<file path="config.mk">
export PLATFORM = sky130hd
export DESIGN_NAME = xoshiro256ss_prng_with_range_top
export DESIGN_NICKNAME = d
export VERILOG_FILES = /design/src/xsrng_pkg.sv /design/src/xoshiro256ss_prng_with_range_top.sv
export SDC_FILE = /design/constraint.sdc
export NUM_CORES = 2
export LEC_CHECK = 0
export BUFFER_PORTS_ARGS = -buffer_cell sky130_fd_sc_hd__buf_2
export CAP_MARGIN = 20
export CORE_MARGIN = 4
export CORE_UTILIZATION = 42
export CTS_CLUSTER_DIAMETER = 200
export DETAILED_ROUTE_END_ITERATION = 16
export PLACE_DENSITY = 0.59
export SYNTH_ARGS = -nofsm -noshare
export SYNTH_HDL_FRONTEND = slang
export SYNTH_SLANG_ARGS = --single-unit
</file>
<file path="constraint.sdc">
create_clock -name clock -period 14 [get_ports clock]
set_input_delay 2.8 -clock clock [delete_from_list [all_inputs] [get_ports clock]]
set_output_delay 2.8 -clock clock [all_outputs]
set_load 0.02 [all_outputs]
</file>
<file path="src/xsrng_pkg.sv">
// Shared types, constants and the xoshiro256** step for the bounded-size PRNG.
// No dependencies; used by xoshiro256ss_prng_with_range_top and its checker.
package xsrng_pkg;

   localparam int DEF_SIZE_BITS = 32;
   localparam int WORD_W        = 64;
   localparam int SIZE_W        = 32;
   localparam int CSR_IDX_W     = 2;
   localparam int CSR_DATA_W    = 32;
   localparam int KIND_W        = 2;
   localparam int BIT_CNT_W     = $clog2(WORD_W);
   localparam int RSP_DATA_W    = 96;

   localparam logic [WORD_W-1:0] MIX_GOLDEN = 64'h9e3779b97f4a7c15;
   localparam logic [WORD_W-1:0] MIX_MUL1   = 64'hbf58476d1ce4e5b9;
   localparam logic [WORD_W-1:0] MIX_MUL2   = 64'h94d049bb133111eb;

   localparam logic [CSR_IDX_W-1:0] REG_FIXED = 2'd0;
   localparam logic [CSR_IDX_W-1:0] REG_MIN   = 2'd1;
   localparam logic [CSR_IDX_W-1:0] REG_MAX   = 2'd2;

   typedef enum logic [KIND_W-1:0] {
      KIND_SEED = 2'd0,
      KIND_WORD = 2'd1,
      KIND_SIZE = 2'd2,
      KIND_NONE = 2'd3
   } kind_type;

   typedef logic [3:0][WORD_W-1:0] gen_state_type;

   typedef struct packed {
      gen_state_type        gen;
      logic [WORD_W-1:0]    res;
   } draw_type;

   function automatic logic [WORD_W-1:0] rotl(input logic [WORD_W-1:0] v,
                                               input int unsigned n);
      rotl = (v << n) | (v >> (WORD_W - n));
   endfunction

   function automatic draw_type draw_next(input gen_state_type s);
      logic [WORD_W-1:0] x5;
      logic [WORD_W-1:0] r7;
      logic [WORD_W-1:0] t;
      gen_state_type     n;
      x5 = (s[1] << 2) + s[1];
      r7 = rotl(x5, 7);
      t  = s[1] << 17;
      n[2] = s[2] ^ s[0];
      n[3] = s[3] ^ s[1];
      n[1] = s[1] ^ n[2];
      n[0] = s[0] ^ n[3];
      n[2] = n[2] ^ t;
      n[3] = rotl(n[3], 45);
      draw_next.gen = n;
      draw_next.res = (r7 << 3) + r7;
   endfunction

endpackage

</file>
<file path="src/xoshiro256ss_prng_with_range_top.sv">
// xoshiro256** generator with splitmix64 reseed and a bounded size draw.
// Depends on xsrng_pkg.
//
// A word draw, a fixed-size draw and an inverted-range draw finish in the
// accept cycle; an in-range size draw sets up in the accept cycle and then runs
// the one-bit-per-cycle restoring remainder unit over the drawn word; a reseed
// runs four splitmix64 rounds after the accept cycle, each on one shared
// 32x32 multiplier. One word is in work at a time,
// and a new word is taken once the result register is empty or draining.
// Kind 3 is dropped without a result. After reset the state is all zero and
// word draws return zero until a reseed.
module xoshiro256ss_prng_with_range_top
   import xsrng_pkg::*;
#(
   parameter int SIZE_BITS = DEF_SIZE_BITS
) (
   input  logic                  clock,
   input  logic                  reset,
   input  logic                  req_tvalid,
   output logic                  req_tready,
   input  logic [WORD_W-1:0]     req_tdata,   // [63:0] seed_value
   input  logic [KIND_W-1:0]     req_tuser,   // [1:0] kind
   output logic                  rsp_tvalid,
   input  logic                  rsp_tready,
   output logic [RSP_DATA_W-1:0] rsp_tdata,   // [63:0] word, [95:64] size
   output logic                  rsp_tuser,   // [0] bad_range
   input  logic                  csr_valid,
   output logic                  csr_ready,
   input  logic [CSR_IDX_W-1:0]  csr_index,
   input  logic [CSR_DATA_W-1:0] csr_data
);

   localparam int REG_W = (SIZE_BITS < SIZE_W) ? SIZE_BITS : SIZE_W;

   typedef enum logic [3:0] {
      ST_IDLE = 4'b0001,
      ST_MIX  = 4'b0010,
      ST_MUL  = 4'b0100,
      ST_DIV  = 4'b1000
   } state_type;

   state_type          state_ff, state_in;
   gen_state_type      gen_ff, gen_in;
   logic [REG_W-1:0]   fixed_ff, fixed_in;
   logic [REG_W-1:0]   min_ff, min_in;
   logic [REG_W-1:0]   max_ff, max_in;
   logic [WORD_W-1:0]  acc_ff, acc_in;
   logic [WORD_W-1:0]  x_ff, x_in;
   logic [WORD_W-1:0]  z_ff, z_in;
   logic [1:0]         mcnt_ff, mcnt_in;
   logic               phase_ff, phase_in;
   logic [1:0]         idx_ff, idx_in;
   logic [WORD_W-1:0]  dvd_ff, dvd_in;
   logic [REG_W:0]     rem_ff, rem_in;
   logic [REG_W:0]     span_ff, span_in;
   logic [BIT_CNT_W-1:0] cnt_ff, cnt_in;
   logic               rsp_valid_ff, rsp_valid_in;
   logic [WORD_W-1:0]  rsp_word_ff, rsp_word_in;
   logic [SIZE_W-1:0]  rsp_size_ff, rsp_size_in;
   logic               rsp_bad_ff, rsp_bad_in;

   draw_type           draw;
   logic [WORD_W-1:0]  mul_const;
   logic [31:0]        mul_a, mul_b;
   logic [WORD_W-1:0]  prod;
   logic [WORD_W-1:0]  z_sum;
   logic [WORD_W-1:0]  acc_sum;
   logic [REG_W:0]     span_w;
   logic [REG_W+1:0]   trial;
   logic [REG_W+1:0]   diff;
   logic [REG_W:0]     rem_new;
   logic [REG_W-1:0]   size_sum;
   logic               req_take;

   assign req_tready = (state_ff == ST_IDLE) && (!rsp_valid_ff || rsp_tready);
   assign req_take   = req_tvalid && req_tready;
   assign csr_ready  = 1'b1;
   assign rsp_tvalid = rsp_valid_ff;
   assign rsp_tdata  = {rsp_size_ff, rsp_word_ff};
   assign rsp_tuser  = rsp_bad_ff;

   assign draw      = draw_next(gen_ff);
   assign mul_const = phase_ff ? MIX_MUL2 : MIX_MUL1;
   assign mul_a     = (mcnt_ff == 2'd1) ? x_ff[63:32] : x_ff[31:0];
   assign mul_b     = (mcnt_ff == 2'd2) ? mul_const[63:32] : mul_const[31:0];
   assign prod      = WORD_W'(mul_a) * WORD_W'(mul_b);
   assign z_sum     = (mcnt_ff == 2'd0) ? prod : z_ff + {prod[31:0], 32'd0};
   assign acc_sum   = acc_ff + MIX_GOLDEN;
   assign span_w    = {1'b0, max_ff} - {1'b0, min_ff} + (REG_W+1)'(1);
   assign trial     = {rem_ff, dvd_ff[WORD_W-1]};
   assign diff      = trial - {1'b0, span_ff};
   assign rem_new   = (trial >= {1'b0, span_ff}) ? diff[REG_W:0] : trial[REG_W:0];
   assign size_sum  = min_ff + rem_new[REG_W-1:0];

   always_comb begin
      state_in     = state_ff;
      gen_in       = gen_ff;
      fixed_in     = fixed_ff;
      min_in       = min_ff;
      max_in       = max_ff;
      acc_in       = acc_ff;
      x_in         = x_ff;
      z_in         = z_ff;
      mcnt_in      = mcnt_ff;
      phase_in     = phase_ff;
      idx_in       = idx_ff;
      dvd_in       = dvd_ff;
      rem_in       = rem_ff;
      span_in      = span_ff;
      cnt_in       = cnt_ff;
      rsp_valid_in = rsp_valid_ff;
      rsp_word_in  = rsp_word_ff;
      rsp_size_in  = rsp_size_ff;
      rsp_bad_in   = rsp_bad_ff;

      if (csr_valid) begin
         unique case (csr_index)
            REG_FIXED: fixed_in = csr_data[REG_W-1:0];
            REG_MIN:   min_in   = csr_data[REG_W-1:0];
            REG_MAX:   max_in   = csr_data[REG_W-1:0];
            default: ;
         endcase
      end

      if (rsp_valid_ff && rsp_tready) begin
         rsp_valid_in = 1'b0;
      end

      unique case (state_ff)
         ST_IDLE: begin
            if (req_take) begin
               unique case (kind_type'(req_tuser))
                  KIND_SEED: begin
                     acc_in   = req_tdata;
                     idx_in   = 2'd0;
                     state_in = ST_MIX;
                  end
                  KIND_WORD: begin
                     gen_in       = draw.gen;
                     rsp_word_in  = draw.res;
                     rsp_size_in  = '0;
                     rsp_bad_in   = 1'b0;
                     rsp_valid_in = 1'b1;
                  end
                  KIND_SIZE: begin
                     rsp_word_in = '0;
                     rsp_bad_in  = 1'b0;
                     if (fixed_ff != '0) begin
                        rsp_size_in  = SIZE_W'(fixed_ff);
                        rsp_valid_in = 1'b1;
                     end else begin
                        gen_in = draw.gen;
                        if (max_ff < min_ff) begin
                           rsp_size_in  = SIZE_W'(min_ff);
                           rsp_bad_in   = 1'b1;
                           rsp_valid_in = 1'b1;
                        end else begin
                           dvd_in   = draw.res;
                           rem_in   = '0;
                           span_in  = span_w;
                           cnt_in   = '1;
                           state_in = ST_DIV;
                        end
                     end
                  end
                  default: ;
               endcase
            end
         end
         ST_MIX: begin
            acc_in   = acc_sum;
            x_in     = acc_sum ^ (acc_sum >> 30);
            phase_in = 1'b0;
            mcnt_in  = 2'd0;
            state_in = ST_MUL;
         end
         ST_MUL: begin
            if (mcnt_ff != 2'd2) begin
               z_in    = z_sum;
               mcnt_in = mcnt_ff + 2'd1;
            end else if (!phase_ff) begin
               x_in     = z_sum ^ (z_sum >> 27);
               phase_in = 1'b1;
               mcnt_in  = 2'd0;
            end else begin
               gen_in[idx_ff] = z_sum ^ (z_sum >> 31);
               if (idx_ff == 2'd3) begin
                  state_in = ST_IDLE;
               end else begin
                  idx_in   = idx_ff + 2'd1;
                  state_in = ST_MIX;
               end
            end
         end
         ST_DIV: begin
            rem_in = rem_new;
            dvd_in = dvd_ff << 1;
            cnt_in = cnt_ff - BIT_CNT_W'(1);
            if (cnt_ff == '0) begin
               rsp_size_in  = SIZE_W'(size_sum);
               rsp_valid_in = 1'b1;
               state_in     = ST_IDLE;
            end
         end
         default: state_in = ST_IDLE;
      endcase
   end

   always_ff @(posedge clock) begin
      if (reset) begin
         state_ff     <= ST_IDLE;
         gen_ff       <= '0;
         fixed_ff     <= '0;
         min_ff       <= '0;
         max_ff       <= '0;
         rsp_valid_ff <= 1'b0;
         mcnt_ff      <= '0;
         phase_ff     <= 1'b0;
         idx_ff       <= '0;
         cnt_ff       <= '0;
      end else begin
         state_ff     <= state_in;
         gen_ff       <= gen_in;
         fixed_ff     <= fixed_in;
         min_ff       <= min_in;
         max_ff       <= max_in;
         rsp_valid_ff <= rsp_valid_in;
         mcnt_ff      <= mcnt_in;
         phase_ff     <= phase_in;
         idx_ff       <= idx_in;
         cnt_ff       <= cnt_in;
      end
   end

   always_ff @(posedge clock) begin
      acc_ff      <= acc_in;
      x_ff        <= x_in;
      z_ff        <= z_in;
      dvd_ff      <= dvd_in;
      rem_ff      <= rem_in;
      span_ff     <= span_in;
      rsp_word_ff <= rsp_word_in;
      rsp_size_ff <= rsp_size_in;
      rsp_bad_ff  <= rsp_bad_in;
   end

endmodule

</file>
==> results.toml <==
[status]
outcome = "completed"

[die]
core_area_sq_um = 192000
die_y_microns = 448
die-area_sq_um = 200000
die_x_microns = 448
ios = 205
start_util_pct = 42.2
rows = 161

[route]
drcViolationCount = 0
routed_via_density = 5.79
dr.pass1.iters = 6
routed_wl_microns = 310000
drtIter0Drc = 6217
drt.antenna.violating_nets = 0
wire_per_inst_microns = 26.6
vias = 67400

[timing]
hold_viol_final = 0
period_minus_slack_ps = 12160
rsz0062_at_grt = "no"
relSlewSlack_pct = 22.4
tns_ps = 0
drv_slew = 0
fin_worst_skew_ps = 31.4
timing.fmax_mhz = 82.3
period_share_pct = 86.8
worst_slew_pin_slew_ps = 1160
worst_slack_ps = 1840
setup_viol = 0

[setup_path]
worstPathMaxFanout = 15
crit_top_cell = "fa_1"
slowest_stage = "mux2i_1"
arrival_ps = 12710
critPathKind = "register to register"
setup.worst_path.end_class = "register"
cp.required_ps = 14550
critPathMaxStageDelay_ps = 910
startpoint_type = "register"

[logic_synthesis]
yosys.area_share.simple_pct = 12.6
synth-xor-area-share_pct = 7.55
synthCells = 9052
synth_top_area_share_pct = 20.8
synth_seq_area_share_pct = 24.6
synth_fa_ha_area_share_pct = 30.4
synth_ff_type = "edfxtp_1"
synth_seq_cells = 787
synth.area.mux_share_pct = 1.12
yosys.area.top_type = "fa_1"
synth-edff-count = 419
yosysMostFrequentCell = "inv_1"
synth_fp_nets = 10600
synth_top_family_by_area = "adder cells"
ys_top_cells_by_area = "fa_1, edfxtp_1, ha_1"
synth_compound_area_share_pct = 16.3
synthTopCellsByCount = "inv_1, nand2_1, fa_1"
syn-cell-area_sq_um = 81200
ys_async_sr_fraction_pct = 0
avgSynthCellArea_sq_um = 8.97
yosys_warnings = 0
ys_types = 115

[place]
portBuffers = 203
place_congestion = 0.991
dp_hpwl_microns = 249000
dp_slack_ps = 2050
placed_cells = 11500

[grt]
grt_max_degree = 119
gr-total-overflow = 0
antenna_found_initial = 5
grt_pass1_vias = 67400
grt_pass1_wl_microns = 453000
grt_use_total_pct = 30.5

[clocking]
cts_max_level = 3
clk_path_buf_depth = 3
cts_buffers = 90
post-cts-setup-buffers = 0
clockRootBuffer = "clkbuf_16"
cts_resized = 0
cts.hold.buffers_added = 0
clkSinkCount = 787
clkTransAtPathRegs_ps = 70
insertion_delay_ps = 720
cts_tree = "done"

[layout]
drive_gt1_share_pct = 6.77
stdcell_count = 11600
nNetsFinal = 10600
final_util_pct = 45.7
synthToLayoutAreaGrowth_pct = 8.42

[run]
maxCapViolCount = 0

[min_path]
hp-class = "register to register"
-- metrics by stage --
stage,cell area [sq um],hold WS (ps)
3_5_place_dp,84800,453
5_1_grt,88000,478
4_1_cts,88000,461
6_report,88000,462
2_1_floorplan,81200,438
3_3_place_gp,84700,451
-- cell type report --
| type | count | area [sq um] |
|---|---|---|
| clock inverters | 42 | 488 |
| fillers | 18600 | 104000 |
| repair buffers | 305 | 1870 |
| well taps | 2526 | 3160 |
| multi-input cells | 6664 | 55400 |
| clock buffers | 128 | 2670 |
| flip-flops and latches | 787 | 20000 |
| inverters | 1190 | 4470 |
| diodes | 6 | 15.0 |
-- worst max-delay path, delay by kind of cell (launching register included) --
kind | cells | cell delay (ps)
flip-flops | 1 | 540
XOR/XNOR | 2 | 560
buffers and inverters | 5 | 690
AO/OA/AOI/OAI | 8 | 2620
AND/OR/NAND/NOR | 8 | 1950
adder cells (fa/ha/maj) | 10 | 4440
multiplexers | 2 | 1110
-- flip-flops by register name, summed over array words and instances, names as in the netlist, 33 cells and up --
signal,count
z_ff,64
dvd_ff,64
acc_ff,64
x_ff,64
span_ff,33
rsp_word_ff,64
gen_ff,256
rem_ff,33
-- final timing paths --
| path | end | slack, ps | startpoint | cells after the start |
|---|---|---|---|---|
| worst max-delay path | gen_ff[214]$_SDFFE_PP0P_ | 1840 | mcnt_ff[0]$_SDFFE_PP0P_ | 35 |
| worst min-delay path | max_ff[16]$_SDFFE_PP0P_ | 460 | max_ff[16]$_SDFFE_PP0P_ | 2 |
| worst max register to register | gen_ff[214]$_SDFFE_PP0P_ | 1840 | mcnt_ff[0]$_SDFFE_PP0P_ | 35 |
| worst min register to register | max_ff[16]$_SDFFE_PP0P_ | 460 | max_ff[16]$_SDFFE_PP0P_ | 2 |
-- kinds of logic (layout without fill, tap and decap cells) --
kind of cell / after synthesis / count (layout)
compound gates: 2110 / 2110
xor+xnor: 694 / 694
fa+ha+maj: 1465 / 1465
buf+inv: 1601 / 1665
flops: 787 / 787
mux: 82 / 82
other cells: 2 / 8
simple gates: 2311 / 2311
-- cell usage in the layout, fill, tap and decap left out, drive strengths merged, types with 53 or more instances in the layout --
master and count:
a21oi 751, nor3 154, and3 53, nand4 67, and2 92, edfxtp 419, a221oi 55, o22ai 80
a211oi 79, ha 622, a21o 171, o21ai 476, nand3 96, o21bai 64, dfxtp 368, inv 1186
nor2 755, fa 843, clkbuf 128, nand2 872, a31oi 86, buf 305, xnor2 410, xor2 283
-- metal layers --
metal / share of wire [%] / GRT usage (%)
met1: 42 / 40.8
met2: 46 / 48.9
met3: 7.0 / 5.00
met4: 5.1 / 13.0
met5: 0.012 / 0
Power is left out: the tool's default activity adds up to more than one toggle a clock period on the data nets, which glitch-free logic cannot reach.
